**config.mk**
```make
export PLATFORM = sky130hd
export DESIGN_NAME = ubx_frame_parser_core_flat
export DESIGN_NICKNAME = d
export VERILOG_FILES = /design/src/rtl/core/ubxfp_pkg.sv /design/src/rtl/core/ubxfp_ifs.sv /design/src/rtl/core/ubxfp_in_reg.sv /design/src/rtl/core/ubxfp_parse.sv /design/src/rtl/core/ubxfp_out_reg.sv /design/src/rtl/core/ubxfp_frame_parser_core.sv /design/src/flat_wrapper.sv
export SDC_FILE = /design/constraint.sdc
export NUM_CORES = 1
export LEC_CHECK = 0
export BUFFER_PORTS_ARGS = -buffer_cell sky130_fd_sc_hd__buf_2
export CORE_ASPECT_RATIO = 0.9
export CORE_MARGIN = 2
export CORE_UTILIZATION = 51
export DETAILED_ROUTE_END_ITERATION = 10
export PLACE_DENSITY = 0.71
export SLEW_MARGIN = 20
export SYNTH_ARGS = -nofsm -noshare
export SYNTH_HDL_FRONTEND = slang
export SYNTH_SLANG_ARGS = --single-unit
```
**constraint.sdc**
```tcl
create_clock -name clk -period 9.5 [get_ports clk]
set_input_delay 1.9 -clock clk [delete_from_list [all_inputs] [get_ports clk]]
set_output_delay 1.9 -clock clk [all_outputs]
set_load 0.005 [all_outputs]
```
**src/rtl/core/ubxfp_pkg.sv**
```systemverilog
// Shared types, codes and helpers for the binary frame parser.
// No dependencies; imported by every file of the block but ubxfp_ifs.
package ubxfp_pkg;

  // Sync pair and header limits
  localparam logic [7:0]  SYNC_FIRST     = 8'hB5;
  localparam logic [7:0]  SYNC_SECOND    = 8'h62;
  localparam logic [15:0] MAX_LEN_RESET  = 16'd127;

  // Result kinds
  localparam logic [1:0] KIND_PAYLOAD = 2'd0;
  localparam logic [1:0] KIND_GOOD    = 2'd1;
  localparam logic [1:0] KIND_BADSUM  = 2'd2;
  localparam logic [1:0] KIND_TOOLONG = 2'd3;

  // Message types
  localparam logic [2:0] MT_OTHER   = 3'd0;
  localparam logic [2:0] MT_ACK     = 3'd1;
  localparam logic [2:0] MT_NAK     = 3'd2;
  localparam logic [2:0] MT_NAV_PVT = 3'd3;
  localparam logic [2:0] MT_CFG_NAV5 = 3'd4;

  // Class and id codes of the recognized messages
  localparam logic [7:0] CLS_NAV = 8'h01;
  localparam logic [7:0] CLS_ACK = 8'h05;
  localparam logic [7:0] CLS_CFG = 8'h06;
  localparam logic [7:0] ID_ACK  = 8'h01;
  localparam logic [7:0] ID_NAK  = 8'h00;
  localparam logic [7:0] ID_PVT  = 8'h07;
  localparam logic [7:0] ID_NAV5 = 8'h24;

  // One result word
  typedef struct packed {
    logic [1:0]  kind;
    logic [7:0]  frm_class;
    logic [7:0]  msg_id;
    logic [2:0]  msg_type;
    logic [7:0]  pl_byte;
    logic [15:0] pl_offset;
    logic [15:0] frame_len;
  } result_t;

  // Handshake control between the stages
  typedef struct packed {
    logic advance;   // word in the input register is consumed this cycle
    logic load;      // a result is written into the output register
  } stage_ctl_t;

  function automatic logic [2:0] classify(input logic [7:0] c, input logic [7:0] i);
    logic [2:0] t;
    t = MT_OTHER;
    priority if (c == CLS_ACK && i == ID_ACK) t = MT_ACK;
    else if (c == CLS_ACK && i == ID_NAK)     t = MT_NAK;
    else if (c == CLS_NAV && i == ID_PVT)     t = MT_NAV_PVT;
    else if (c == CLS_CFG && i == ID_NAV5)    t = MT_CFG_NAV5;
    else                                      t = MT_OTHER;
    return t;
  endfunction

endpackage

```
**src/rtl/core/ubxfp_ifs.sv**
```systemverilog
// Valid/ready channel interfaces of the frame parser: byte in, result out, config.
// Depends on nothing but plain logic types.
interface ubxfp_byte_if;
  logic       valid;
  logic       ready;
  logic [7:0] rx_byte;
  modport source (output valid, output rx_byte, input ready);
  modport sink   (input valid, input rx_byte, output ready);
endinterface

interface ubxfp_result_if;
  logic        valid;
  logic        ready;
  logic [1:0]  result_kind;
  logic [7:0]  message_class;
  logic [7:0]  message_id;
  logic [2:0]  message_type;
  logic [7:0]  payload_byte;
  logic [15:0] payload_offset;
  logic [15:0] frame_length;
  modport source (output valid, output result_kind, output message_class,
                  output message_id, output message_type, output payload_byte,
                  output payload_offset, output frame_length, input ready);
  modport sink   (input valid, input result_kind, input message_class,
                  input message_id, input message_type, input payload_byte,
                  input payload_offset, input frame_length, output ready);
endinterface

interface ubxfp_cfg_if;
  logic        valid;
  logic        ready;
  logic [15:0] data;
  modport source (output valid, output data, input ready);
  modport sink   (input valid, input data, output ready);
endinterface

```
**src/rtl/core/ubxfp_in_reg.sv**
```systemverilog
// Input register of the frame parser: holds one received byte until parsed.
// Depends on ubxfp_pkg and ubxfp_byte_if.
module ubxfp_in_reg (
  input  logic                clk,
  input  logic                rst_n,
  ubxfp_byte_if.sink          in_if,
  input  logic                out_free,
  output logic                byte_valid,
  output logic [7:0]          byte_data,
  output ubxfp_pkg::stage_ctl_t ctl
);
  import ubxfp_pkg::*;

  logic       valid_r, valid_nxt;
  logic [7:0] data_r;
  logic       advance;

  // Consume the held byte when the output side has room
  assign advance      = valid_r && out_free;
  assign in_if.ready  = !valid_r || advance;
  assign byte_valid   = valid_r;
  assign byte_data    = data_r;
  assign ctl.advance  = advance;
  assign ctl.load     = 1'b0;

  always_comb begin
    valid_nxt = valid_r;
    if (in_if.valid && in_if.ready) valid_nxt = 1'b1;
    else if (advance)               valid_nxt = 1'b0;
  end

  always_ff @(posedge clk) begin
    if (!rst_n) begin
      valid_r <= 1'b0;
    end else begin
      valid_r <= valid_nxt;
    end
  end

  always_ff @(posedge clk) begin
    if (in_if.valid && in_if.ready) data_r <= in_if.rx_byte;
  end

endmodule

```
**src/rtl/core/ubxfp_parse.sv**
```systemverilog
// Frame state machine with Fletcher-8 sum; one byte per advance.
// Depends on ubxfp_pkg.
module ubxfp_parse (
  input  logic                   clk,
  input  logic                   rst_n,
  input  ubxfp_pkg::stage_ctl_t  ctl_in,
  input  logic [7:0]             rx_b,
  input  logic [15:0]            max_len,
  output logic                   res_valid,
  output ubxfp_pkg::result_t     res
);
  import ubxfp_pkg::*;

  typedef enum logic [8:0] {
    PH_HUNT    = 9'b000000001,
    PH_SYNC    = 9'b000000010,
    PH_CLASS   = 9'b000000100,
    PH_ID      = 9'b000001000,
    PH_LEN_LO  = 9'b000010000,
    PH_LEN_HI  = 9'b000100000,
    PH_PAYLOAD = 9'b001000000,
    PH_CHECK_A = 9'b010000000,
    PH_CHECK_B = 9'b100000000
  } phase_t;

  phase_t      phase_r, phase_nxt;
  logic [7:0]  class_r, class_nxt;
  logic [7:0]  id_r, id_nxt;
  logic [15:0] len_r, len_nxt;
  logic [15:0] left_r, left_nxt;
  logic [7:0]  sum_a_r, sum_a_nxt;
  logic [7:0]  sum_b_r, sum_b_nxt;
  logic [7:0]  chk_a_r, chk_a_nxt;
  logic [7:0]  add_a, add_b;
  logic [15:0] len_full;
  logic [15:0] left_dec;

  // Running Fletcher sum with this byte folded in
  assign add_a    = sum_a_r + rx_b;
  assign add_b    = sum_b_r + add_a;
  assign len_full = {rx_b, len_r[7:0]};
  assign left_dec = left_r - 16'd1;

  always_comb begin
    phase_nxt = phase_r;
    class_nxt = class_r;
    id_nxt    = id_r;
    len_nxt   = len_r;
    left_nxt  = left_r;
    sum_a_nxt = sum_a_r;
    sum_b_nxt = sum_b_r;
    chk_a_nxt = chk_a_r;
    res_valid = 1'b0;
    res.kind      = KIND_PAYLOAD;
    res.pl_byte   = 8'd0;
    res.pl_offset = 16'd0;
    unique case (phase_r)
      PH_HUNT: begin
        if (rx_b == SYNC_FIRST) phase_nxt = PH_SYNC;
      end
      PH_SYNC: begin
        phase_nxt = (rx_b == SYNC_SECOND) ? PH_CLASS : PH_HUNT;
      end
      PH_CLASS: begin
        sum_a_nxt = rx_b;
        sum_b_nxt = rx_b;
        class_nxt = rx_b;
        phase_nxt = PH_ID;
      end
      PH_ID: begin
        sum_a_nxt = add_a;
        sum_b_nxt = add_b;
        id_nxt    = rx_b;
        phase_nxt = PH_LEN_LO;
      end
      PH_LEN_LO: begin
        sum_a_nxt = add_a;
        sum_b_nxt = add_b;
        len_nxt   = {8'd0, rx_b};
        phase_nxt = PH_LEN_HI;
      end
      PH_LEN_HI: begin
        sum_a_nxt = add_a;
        sum_b_nxt = add_b;
        len_nxt   = len_full;
        if (len_full > max_len) begin
          // oversize frame: report and resync
          res_valid = 1'b1;
          res.kind  = KIND_TOOLONG;
          phase_nxt = PH_HUNT;
        end else begin
          left_nxt  = len_full;
          phase_nxt = (len_full == 16'd0) ? PH_CHECK_A : PH_PAYLOAD;
        end
      end
      PH_PAYLOAD: begin
        sum_a_nxt     = add_a;
        sum_b_nxt     = add_b;
        res_valid     = 1'b1;
        res.kind      = KIND_PAYLOAD;
        res.pl_byte   = rx_b;
        res.pl_offset = len_r - left_r;
        left_nxt      = left_dec;
        if (left_dec == 16'd0) phase_nxt = PH_CHECK_A;
      end
      PH_CHECK_A: begin
        chk_a_nxt = rx_b;
        phase_nxt = PH_CHECK_B;
      end
      PH_CHECK_B: begin
        res_valid = 1'b1;
        res.kind  = (chk_a_r == sum_a_r && rx_b == sum_b_r) ? KIND_GOOD : KIND_BADSUM;
        phase_nxt = PH_HUNT;
      end
      default: begin
        phase_nxt = PH_HUNT;
      end
    endcase
    // Header fields reflect what this byte leaves behind
    res.frm_class = class_nxt;
    res.msg_id    = id_nxt;
    res.msg_type  = classify(class_nxt, id_nxt);
    res.frame_len = len_nxt;
  end

  always_ff @(posedge clk) begin
    if (!rst_n) begin
      phase_r <= PH_HUNT;
    end else if (ctl_in.advance) begin
      phase_r <= phase_nxt;
    end
  end

  always_ff @(posedge clk) begin
    if (ctl_in.advance) begin
      class_r <= class_nxt;
      id_r    <= id_nxt;
      len_r   <= len_nxt;
      left_r  <= left_nxt;
      sum_a_r <= sum_a_nxt;
      sum_b_r <= sum_b_nxt;
      chk_a_r <= chk_a_nxt;
    end
  end

  // Checks
  a_phase_onehot: assert property (@(posedge clk) disable iff (!rst_n)
    $onehot(phase_r))
    else $error("parse phase not one-hot");

  a_payload_left: assert property (@(posedge clk) disable iff (!rst_n)
    phase_r == PH_PAYLOAD |-> left_r != 16'd0)
    else $error("payload phase with no bytes left");

  a_payload_kind: assert property (@(posedge clk) disable iff (!rst_n)
    res_valid && res.kind == KIND_PAYLOAD |-> phase_r == PH_PAYLOAD)
    else $error("payload word outside payload phase");

  a_status_end: assert property (@(posedge clk) disable iff (!rst_n)
    ctl_in.advance && phase_r == PH_CHECK_B |=> phase_r == PH_HUNT)
    else $error("no resync after check bytes");

endmodule

```
**src/rtl/core/ubxfp_out_reg.sv**
```systemverilog
// Output register of the frame parser: holds one result word until taken.
// Depends on ubxfp_pkg and ubxfp_result_if.
module ubxfp_out_reg (
  input  logic                  clk,
  input  logic                  rst_n,
  input  ubxfp_pkg::stage_ctl_t ctl,
  input  ubxfp_pkg::result_t    res,
  output logic                  out_free,
  ubxfp_result_if.source        out_if
);
  import ubxfp_pkg::*;

  logic    valid_r, valid_nxt;
  result_t data_r;

  // Room when empty or when the held word leaves this cycle
  assign out_free = !valid_r || out_if.ready;

  always_comb begin
    valid_nxt = valid_r;
    if (ctl.load)          valid_nxt = 1'b1;
    else if (out_if.ready) valid_nxt = 1'b0;
  end

  always_ff @(posedge clk) begin
    if (!rst_n) begin
      valid_r <= 1'b0;
    end else begin
      valid_r <= valid_nxt;
    end
  end

  always_ff @(posedge clk) begin
    if (ctl.load) data_r <= res;
  end

  assign out_if.valid          = valid_r;
  assign out_if.result_kind    = data_r.kind;
  assign out_if.message_class  = data_r.frm_class;
  assign out_if.message_id     = data_r.msg_id;
  assign out_if.message_type   = data_r.msg_type;
  assign out_if.payload_byte   = data_r.pl_byte;
  assign out_if.payload_offset = data_r.pl_offset;
  assign out_if.frame_length   = data_r.frame_len;

endmodule

```
**src/rtl/core/ubxfp_frame_parser_core.sv**
```systemverilog
// Top level of the binary frame parser: input register, parser, output register.
// Depends on ubxfp_pkg, ubxfp_ifs, ubxfp_in_reg, ubxfp_parse and ubxfp_out_reg.
//
// Takes one received byte per cycle and gives at most one result word per byte:
// each payload byte with its offset, then a good or bad checksum status with the
// second check byte, or a too-long status right after the length field when the
// length exceeds the configured maximum (reset 127). The parser stage sits between
// the input register and the output register and forms its result combinationally,
// so a byte's result is written into the output register as the byte is consumed,
// and the block sustains one byte per cycle while the result side is ready. Write
// the maximum payload length only while no byte is in flight.
module ubx_frame_parser_core (
  input  logic           clk,
  input  logic           rst_n,
  ubxfp_byte_if.sink     in_if,
  ubxfp_result_if.source out_if,
  ubxfp_cfg_if.sink      cfg_if
);
  import ubxfp_pkg::*;

  logic        out_free;
  logic        byte_valid;
  logic [7:0]  byte_data;
  logic        res_valid;
  result_t     res;
  stage_ctl_t  in_ctl;
  stage_ctl_t  out_ctl;
  logic [15:0] max_len_r;

  // Maximum payload length register
  assign cfg_if.ready = 1'b1;

  always_ff @(posedge clk) begin
    if (!rst_n) begin
      max_len_r <= MAX_LEN_RESET;
    end else if (cfg_if.valid) begin
      max_len_r <= cfg_if.data;
    end
  end

  ubxfp_in_reg u_in_reg (
    .clk        (clk),
    .rst_n      (rst_n),
    .in_if      (in_if),
    .out_free   (out_free),
    .byte_valid (byte_valid),
    .byte_data  (byte_data),
    .ctl        (in_ctl)
  );

  ubxfp_parse u_parse (
    .clk       (clk),
    .rst_n     (rst_n),
    .ctl_in    (in_ctl),
    .rx_b      (byte_data),
    .max_len   (max_len_r),
    .res_valid (res_valid),
    .res       (res)
  );

  // Result is loaded only when the parser actually consumes a byte
  assign out_ctl.advance = in_ctl.advance;
  assign out_ctl.load    = in_ctl.advance && byte_valid && res_valid;

  ubxfp_out_reg u_out_reg (
    .clk      (clk),
    .rst_n    (rst_n),
    .ctl      (out_ctl),
    .res      (res),
    .out_free (out_free),
    .out_if   (out_if)
  );

endmodule
```
**src/flat_wrapper.sv**
```systemverilog
// flat-port wrapper written by rule: the top's interface ports become plain ports
module ubx_frame_parser_core_flat import ubxfp_pkg::*;
  (clk, rst_n, in_if_valid, in_if_rx_byte, in_if_ready, out_if_valid, out_if_result_kind, out_if_message_class, out_if_message_id, out_if_message_type, out_if_payload_byte, out_if_payload_offset, out_if_frame_length, out_if_ready, cfg_if_valid, cfg_if_data, cfg_if_ready);
  ubxfp_byte_if in_if_i ();
  ubxfp_result_if out_if_i ();
  ubxfp_cfg_if cfg_if_i ();
  input  logic clk;
  input  logic rst_n;
  input wire logic [$bits(in_if_i.valid)-1:0] in_if_valid;
  input wire logic [$bits(in_if_i.rx_byte)-1:0] in_if_rx_byte;
  output wire logic [$bits(in_if_i.ready)-1:0] in_if_ready;
  output wire logic [$bits(out_if_i.valid)-1:0] out_if_valid;
  output wire logic [$bits(out_if_i.result_kind)-1:0] out_if_result_kind;
  output wire logic [$bits(out_if_i.message_class)-1:0] out_if_message_class;
  output wire logic [$bits(out_if_i.message_id)-1:0] out_if_message_id;
  output wire logic [$bits(out_if_i.message_type)-1:0] out_if_message_type;
  output wire logic [$bits(out_if_i.payload_byte)-1:0] out_if_payload_byte;
  output wire logic [$bits(out_if_i.payload_offset)-1:0] out_if_payload_offset;
  output wire logic [$bits(out_if_i.frame_length)-1:0] out_if_frame_length;
  input wire logic [$bits(out_if_i.ready)-1:0] out_if_ready;
  input wire logic [$bits(cfg_if_i.valid)-1:0] cfg_if_valid;
  input wire logic [$bits(cfg_if_i.data)-1:0] cfg_if_data;
  output wire logic [$bits(cfg_if_i.ready)-1:0] cfg_if_ready;
  assign in_if_i.valid = in_if_valid;
  assign in_if_i.rx_byte = in_if_rx_byte;
  assign in_if_ready = in_if_i.ready;
  assign out_if_valid = out_if_i.valid;
  assign out_if_result_kind = out_if_i.result_kind;
  assign out_if_message_class = out_if_i.message_class;
  assign out_if_message_id = out_if_i.message_id;
  assign out_if_message_type = out_if_i.message_type;
  assign out_if_payload_byte = out_if_i.payload_byte;
  assign out_if_payload_offset = out_if_i.payload_offset;
  assign out_if_frame_length = out_if_i.frame_length;
  assign out_if_i.ready = out_if_ready;
  assign cfg_if_i.valid = cfg_if_valid;
  assign cfg_if_i.data = cfg_if_data;
  assign cfg_if_ready = cfg_if_i.ready;
  ubx_frame_parser_core u_core (.clk(clk), .rst_n(rst_n), .in_if(in_if_i), .out_if(out_if_i), .cfg_if(cfg_if_i));
endmodule
```
==> results.json, run 1 <==
{
  "outcome": "complete, no violations",
  "setup.worst_path.start_class": "input pin",
  "routabilityCongestion": 0.861,
  "power.internal_uw": 1170,
  "dieHeight_um": 129,
  "synthTopCellsByCount": "141 x sky130_fd_sc_hd__edfxtp_1, 70 x sky130_fd_sc_hd__nand2_1, 58 x sky130_fd_sc_hd__nor2_1, 48 x sky130_fd_sc_hd__ha_1, 46 x sky130_fd_sc_hd__inv_1",
  "cts_post_setup_buffers_inserted": 0,
  "synth.most_common_cell": "sky130_fd_sc_hd__edfxtp_1",
  "tritoncts": "yes",
  "multi_input_area_mm2": 0.00381,
  "drv_cap": 0,
  "timing.fmax_ghz": 0.235,
  "comb_power_share_pct": 6.2,
  "cts.hold.buffers_added": 0,
  "cts.reportedPaths.clkPinSlew_ps": 60,
  "wl_per_cell_um": 16.9,
  "worstHoldPathType": "reg2reg",
  "cts_repair_resize_count": 0,
  "switching_part_of_the_total_pct": 22.2,
  "global_route.overflow_total": 0,
  "detailedRoute.firstIterationViolations": 465,
  "timing_hold_violations_final": 0,
  "fillerInstances": 1447,
  "grt_setup_unrepaired": "no",
  "synth-seq-cells": 168,
  "drv_slew": 0,
  "cts-buffers-inserted": 17,
  "cts_num_sinks": 168,
  "area.growth.synth_to_final_pct": 12.8,
  "power-per-cell-area_mw_per_mm2": 150,
  "total_wire_length_after_detailed_routing_um": 18800,
  "ctsRootBufferMaster": "sky130_fd_sc_hd__clkbuf_16",
  "setup-tns-final_ps": 0,
  "synth_cells": 786,
  "async_reset_ff_share_pct": 0,
  "max-clock-path-buffers": 2,
  "critPathArrivalTime_ps": 2350,
  "overall_power_uw": 1510,
  "max_slew_headroom_pct": 45.3,
  "fin_area_mm2": 0.0101,
  "cts-htree-levels": 4,
  "path_max_fanout": 2,
  "report.final.setup_viol": 0,
  "drive_gt1_share_pct": 18.2,
  "design.die.area_mm2": 0.0186,
  "synth_top_area_cell": "sky130_fd_sc_hd__edfxtp_1",
  "regArea_mm2": 0.00477,
  "cp.required_ps": 7600,
  "detail-route-antenna-nets": 0,
  "final_nets": 947,
  "setup.worst_path.class": "in2out",
  "period_share_pct": 44.7,
  "first_global_vias": 5946,
  "seq_area_frac_synth_pct": 53.6,
  "dpl-instance-area_mm2": 0.00956,
  "synthDominantCellAreaShare_pct": 47.5,
  "max_slew.worst_pin.slew_ps": 820,
  "grt_max_degree": 51,
  "antenna_cells": 0,
  "grt_pass1_wl_um": 30600,
  "start_util_pct": 52.4,
  "clkPwrFrac_pct": 39.4,
  "dp.final_hpwl_um": 12900,
  "net_count_after_synthesis": 866,
  "finClkSkew_ps": 9.89,
  "worstSetupEndpointType": "output pin",
  "floorplan.core_area_mm2": 0.0170,
  "synthesized_area_mm2": 0.00891,
  "clk_latency_ps": 430,
  "detail_route.first_pass.iterations": 4,
  "vias_per_cell": 5.54,
  "grt_antenna_before_repair": 0,
  "power.sequential.fraction_pct": 54.4,
  "synthFlopType": "sky130_fd_sc_hd__edfxtp_1",
  "number_of_synthesized_flops_with_an_enable_pin": 141,
  "synth.avg_cell_area_um2": 11.3,
  "row_count": 45,
  "chipWidth_um": 143,
  "synthDistinctLibCells": 67,
  "synthesis.yosys.warnings": 0,
  "peakVddDrop_mv": 0.134,
  "detailroute.via_count": 6163,
  "grtUsageTotal_pct": 21.5,
  "i_o_pin_count": 93,
  "remaining_drc_errors": 0,
  "cellLeakagePower_uw": 0.00378,
  "synth_top_cells_by_area": "sky130_fd_sc_hd__edfxtp_1 48%, sky130_fd_sc_hd__ha_1 6.7%, sky130_fd_sc_hd__dfxtp_1 6.1%",
  "switching_power_of_the_nets_uw": 335,
  "finalWorstPathRequiredPeriod_ps": 4250,
  "io_buffer_count": 91
}
-- cells by family after synthesis --
family	synth area share, %
flops	53.6
buf+inv	3.85
xor+xnor	5.26
mux	5.21
other cells	0.0421
simple gates	14.9
compound gates	9.78
fa+ha+maj	7.41
-- power by group through the flow --
stage	clock (µW)	sequential (µW)	combinational (µW)
3_3_place_gp	0	835	90.6
2_1_floorplan	0	826	72.9
4_1_cts	606	820	93.9
5_1_grt	639	821	107
6_report	594	820	93.7
3_5_place_dp	0	835	93.0
-- cell usage in the layout (no fill, tap or decap), types with 13 or more instances in the layout --
cell type                     n
sky130_fd_sc_hd__nand2_1     70
sky130_fd_sc_hd__edfxtp_1   141
sky130_fd_sc_hd__xnor2_1     28
sky130_fd_sc_hd__clkbuf_16   17
sky130_fd_sc_hd__and2_1      13
sky130_fd_sc_hd__a21o_1      14
sky130_fd_sc_hd__nand3_1     15
sky130_fd_sc_hd__nor4_1      13
sky130_fd_sc_hd__a21oi_1     24
sky130_fd_sc_hd__inv_1       46
sky130_fd_sc_hd__dfxtp_1     27
sky130_fd_sc_hd__mux2_2      23
sky130_fd_sc_hd__nand4_1     14
sky130_fd_sc_hd__buf_2       91
sky130_fd_sc_hd__xor2_1      23
sky130_fd_sc_hd__mux2i_1     19
sky130_fd_sc_hd__ha_1        48
sky130_fd_sc_hd__nor3_1      23
sky130_fd_sc_hd__o21ai_0     33
sky130_fd_sc_hd__nor2_1      58
-- path summary, 6_finish.rpt --
check | start | to | slack [ps] | cells after the start
worst min-delay path | u_core.max_len_r[1] | u_core.max_len_r[1] | 490 | 2
worst max register to register | u_core.u_in_reg.byte_data[1] | u_core.u_out_reg.out_if.payload_byte[2] | 5760 | 7
worst min register to register | u_core.max_len_r[1] | u_core.max_len_r[1] | 490 | 2
worst max-delay path | out_if_ready | in_if_ready | 5250 | 4
-- final cells by class --
type | instances | share of cell area, %
flip-flops and latches | 168 | 47.5
clock inverters | 11 | 0.610
repair buffers | 98 | 5.05
well taps | 235 | 2.92
clock buffers | 19 | 4.31
inverters | 46 | 1.72
multi-input cells | 536 | 37.9
-- registers in the layout (all words and copies together), names as in the netlist --
name,count
u_core.max_len_r,16
u_core.u_in_reg.byte_data,8
u_core.u_in_reg.byte_valid,1
u_core.u_out_reg.out_if.frame_length,16
u_core.u_out_reg.out_if.message_class,8
u_core.u_out_reg.out_if.message_id,8
u_core.u_out_reg.out_if.message_type,3
u_core.u_out_reg.out_if.payload_byte,8
u_core.u_out_reg.out_if.payload_offset,16
u_core.u_out_reg.out_if.result_kind,2
u_core.u_out_reg.out_if.valid,1
u_core.u_parse.chk_a_r,8
u_core.u_parse.class_r,8
u_core.u_parse.id_r,8
u_core.u_parse.left_r,16
u_core.u_parse.len_r,16
u_core.u_parse.phase_r,9
u_core.u_parse.sum_a_r,8
u_core.u_parse.sum_b_r,8
-- through the flow --
| step | utilization [%] | hold slack, ps | std cells | setup WS (ps) |
|---|---|---|---|---|
| 2_1_floorplan | - | 446 | 786 | 3780 |
| 3_3_place_gp | 56.2 | 473 | 1083 | 5270 |
| 3_5_place_dp | 56.2 | 487 | 1083 | 5250 |
| 4_1_cts | 59.1 | 499 | 1113 | 5250 |
| 5_1_grt | 59.1 | 520 | 1113 | 5130 |
| 6_report | 59.1 | 491 | 1113 | 5250 |
-- critical path: stages --
cell                      delay, ps
sky130_fd_sc_hd__buf_2          100
sky130_fd_sc_hd__nor2b_1        140
sky130_fd_sc_hd__nand2_1         80
sky130_fd_sc_hd__buf_2          130
-- routing by layer --
metal / up-vias / wire length [µm] / GRT usage, %
met4: 0 / 188 / 6.17
met3: 11 / 1090 / 3.88
met1: 2918 / 9290 / 31.9
li1: 3036 / - / -
met5: - / 0 / 0
met2: 198 / 8280 / 32.7
Power figures use the tool's default switching activity.
==> run 2, diff against run 1 <==
==> constraint.sdc (replaced) <==
create_clock -name clk -period 4 [get_ports clk]
set_input_delay 0.8 -clock clk [delete_from_list [all_inputs] [get_ports clk]]
set_output_delay 0.8 -clock clk [all_outputs]
set_load 0.005 [all_outputs]
==> results.json, run 2 (synthesized netlist as in run 1, its figures left out) <==
{
  "dieHeight_um": 129,
  "critPathArrivalTime_ps": 3480,
  "design.die.area_mm2": 0.0186,
  "area.growth.synth_to_final_pct": 14.1,
  "max_slew.worst_pin.slew_ps": 849,
  "path_max_fanout": 31,
  "timing.rr.start": "u_core.u_in_reg.byte_data[3]",
  "global_route.overflow_total": 0,
  "fillerInstances": 1425,
  "finalWorstSetupSlack_ps": 648,
  "setup-tns-final_ps": 0,
  "remaining_drc_errors": 0,
  "grt_antenna_before_repair": 0,
  "detailedRoute.firstIterationViolations": 572,
  "worst_hold_startpoint": "u_core.max_len_r[4]",
  "cts-buffers-inserted": 17,
  "timing_hold_violations_final": 0,
  "cts_num_sinks": 168,
  "tritoncts": "yes",
  "power.sequential.fraction_pct": 52.5,
  "hold_end": "u_core.max_len_r[4]",
  "detail_route.first_pass.iterations": 5,
  "r2r_slack_ps": 650,
  "detailroute.wirelength.met3_um": 1350,
  "grt_pass1_wl_um": 30600,
  "pre_cts_ws_ps": 705,
  "cts_post_setup_buffers_inserted": 0,
  "row_count": 45,
  "cts.reportedPaths.clkPinSlew_ps": 60,
  "grt_setup_unrepaired": "no",
  "first_global_vias": 5727,
  "max-clock-path-buffers": 2,
  "cellLeakagePower_uw": 0.00384,
  "ff_to_ff_end": "u_core.u_out_reg.out_if.payload_offset[13]",
  "detailroute.via_count": 6190,
  "worstHoldPathType": "reg2reg",
  "setup.worst_path.class": "reg2reg",
  "clk_latency_ps": 430,
  "finalCoreUtilization_pct": 59.8,
  "detail-route-antenna-nets": 0,
  "cts_repair_resize_count": 0,
  "worstSetupEndpointType": "register",
  "routabilityCongestion": 0.896,
  "total_wire_length_after_detailed_routing_um": 19000,
  "wirelength_met1_um": 9300,
  "regArea_mm2": 0.00477,
  "routed-wl-met2_um": 8110,
  "chipWidth_um": 143,
  "power-per-cell-area_mw_per_mm2": 364,
  "timing.fmax_ghz": 0.298,
  "switching_power_of_the_nets_uw": 834,
  "leading_cell_type_in_the_layout_fill_and_taps_excluded": "sky130_fd_sc_hd__edfxtp_1",
  "worst_path_largest_cell_delay_ps": 700,
  "clkPwrFrac_pct": 41.2,
  "multi_input_area_mm2": 0.00381,
  "hold-path-cell-count": 2,
  "drv_cap": 0,
  "period_share_pct": 83.8,
  "drive_gt1_share_pct": 19.1,
  "i_o_pin_count": 93,
  "vias_per_cell": 5.52,
  "power.internal_uw": 2860,
  "setup.worst_path.start_class": "register",
  "crit_chain": "ha_1, nand4_1, a2111o_1, a31oi_1, nand2_1, a31oi_4, buf_12",
  "dp.final_hpwl_um": 13400,
  "max_slew_headroom_pct": 43.2,
  "highest_layer": "met4",
  "overall_power_uw": 3700,
  "drv_slew": 0,
  "ctsRootBufferMaster": "sky130_fd_sc_hd__clkbuf_16",
  "highest_count_cells_in_the_layout_ignoring_fill_and_taps": "141 x sky130_fd_sc_hd__edfxtp_1, 91 x sky130_fd_sc_hd__buf_2, 70 x sky130_fd_sc_hd__nand2_1",
  "grtUsageTotal_pct": 21.4,
  "wl_per_cell_um": 17.0,
  "floorplan.core_area_mm2": 0.0170,
  "finalWorstPathRequiredPeriod_ps": 3350,
  "finClkSkew_ps": 8.98,
  "cts.hold.buffers_added": 0,
  "switching_part_of_the_total_pct": 22.5,
  "final_nets": 953,
  "worst-r2r-cell-count": 7,
  "start_util_pct": 52.4,
  "peakVddDrop_mv": 0.325,
  "antenna_cells": 0,
  "comb_power_share_pct": 6.3,
  "io_buffer_count": 91,
  "report.final.setup_viol": 0,
  "cts-htree-levels": 4,
  "timing.critical_path.slowest_stage_cell": "sky130_fd_sc_hd__edfxtp_1",
  "outcome": "complete, no violations",
  "grt_max_degree": 50,
  "cp.required_ps": 4130
}
## run 2: how the worst max path moves through the flow
stage                                      start                                          to  slack [ps]
global placement    u_core.u_in_reg.byte_data[3]   u_core.u_out_reg.out_if.payload_offset[9]         800
global route        u_core.u_in_reg.byte_data[7]     u_core.u_out_reg.out_if.payload_byte[4]         510
CTS                 u_core.u_in_reg.byte_data[3]     u_core.u_out_reg.out_if.payload_byte[1]         700
detailed placement  u_core.u_in_reg.byte_data[3]   u_core.u_out_reg.out_if.payload_offset[9]         700
finish              u_core.u_in_reg.byte_data[3]  u_core.u_out_reg.out_if.payload_offset[13]         650
floorplan           u_core.u_in_reg.byte_data[6]     u_core.u_out_reg.out_if.frame_length[0]         180
## run 2: worst max-delay path: cells and delay by family, from the launching register on
kind,cells,cell delay [ps]
compound gates,3,1260
simple gates,2,350
buf+inv,1,270
flops,1,700
fa+ha+maj,1,460
## run 2: final cells by class
cell class | count | share of cell area (%)
inverters | 46 | 1.70
flip-flops and latches | 168 | 46.9
clock inverters | 13 | 1.05
clock buffers | 19 | 4.26
multi-input cells | 536 | 37.5
repair buffers | 104 | 5.68
well taps | 235 | 2.89
## run 2: power groups by stage
| stage | Sequential [µW] | Clock, µW | Combinational (µW) |
|---|---|---|---|
| floorplan | 1960 | 0 | 173 |
| global placement | 1970 | 0 | 228 |
| detailed placement | 1980 | 0 | 232 |
| CTS | 1940 | 1560 | 234 |
| global route | 1940 | 1630 | 262 |
| finish | 1940 | 1520 | 234 |
## run 2: routing by layer
layer,vias to the layer above,track usage (%)
met5,-,0
met4,0,6.46
met3,20,3.99
met2,217,31.2
met1,2916,32.8
li1,3037,-
## run 2: through the flow
stage | area, µm² | hold slack (ps) | instances
after CTS | 10200 | 492 | 1121
after global placement | 9630 | 476 | 1089
after detailed placement | 9630 | 483 | 1089
final | 10200 | 489 | 1121
after floorplan | 8920 | 446 | 786
after global routing | 10200 | 508 | 1121
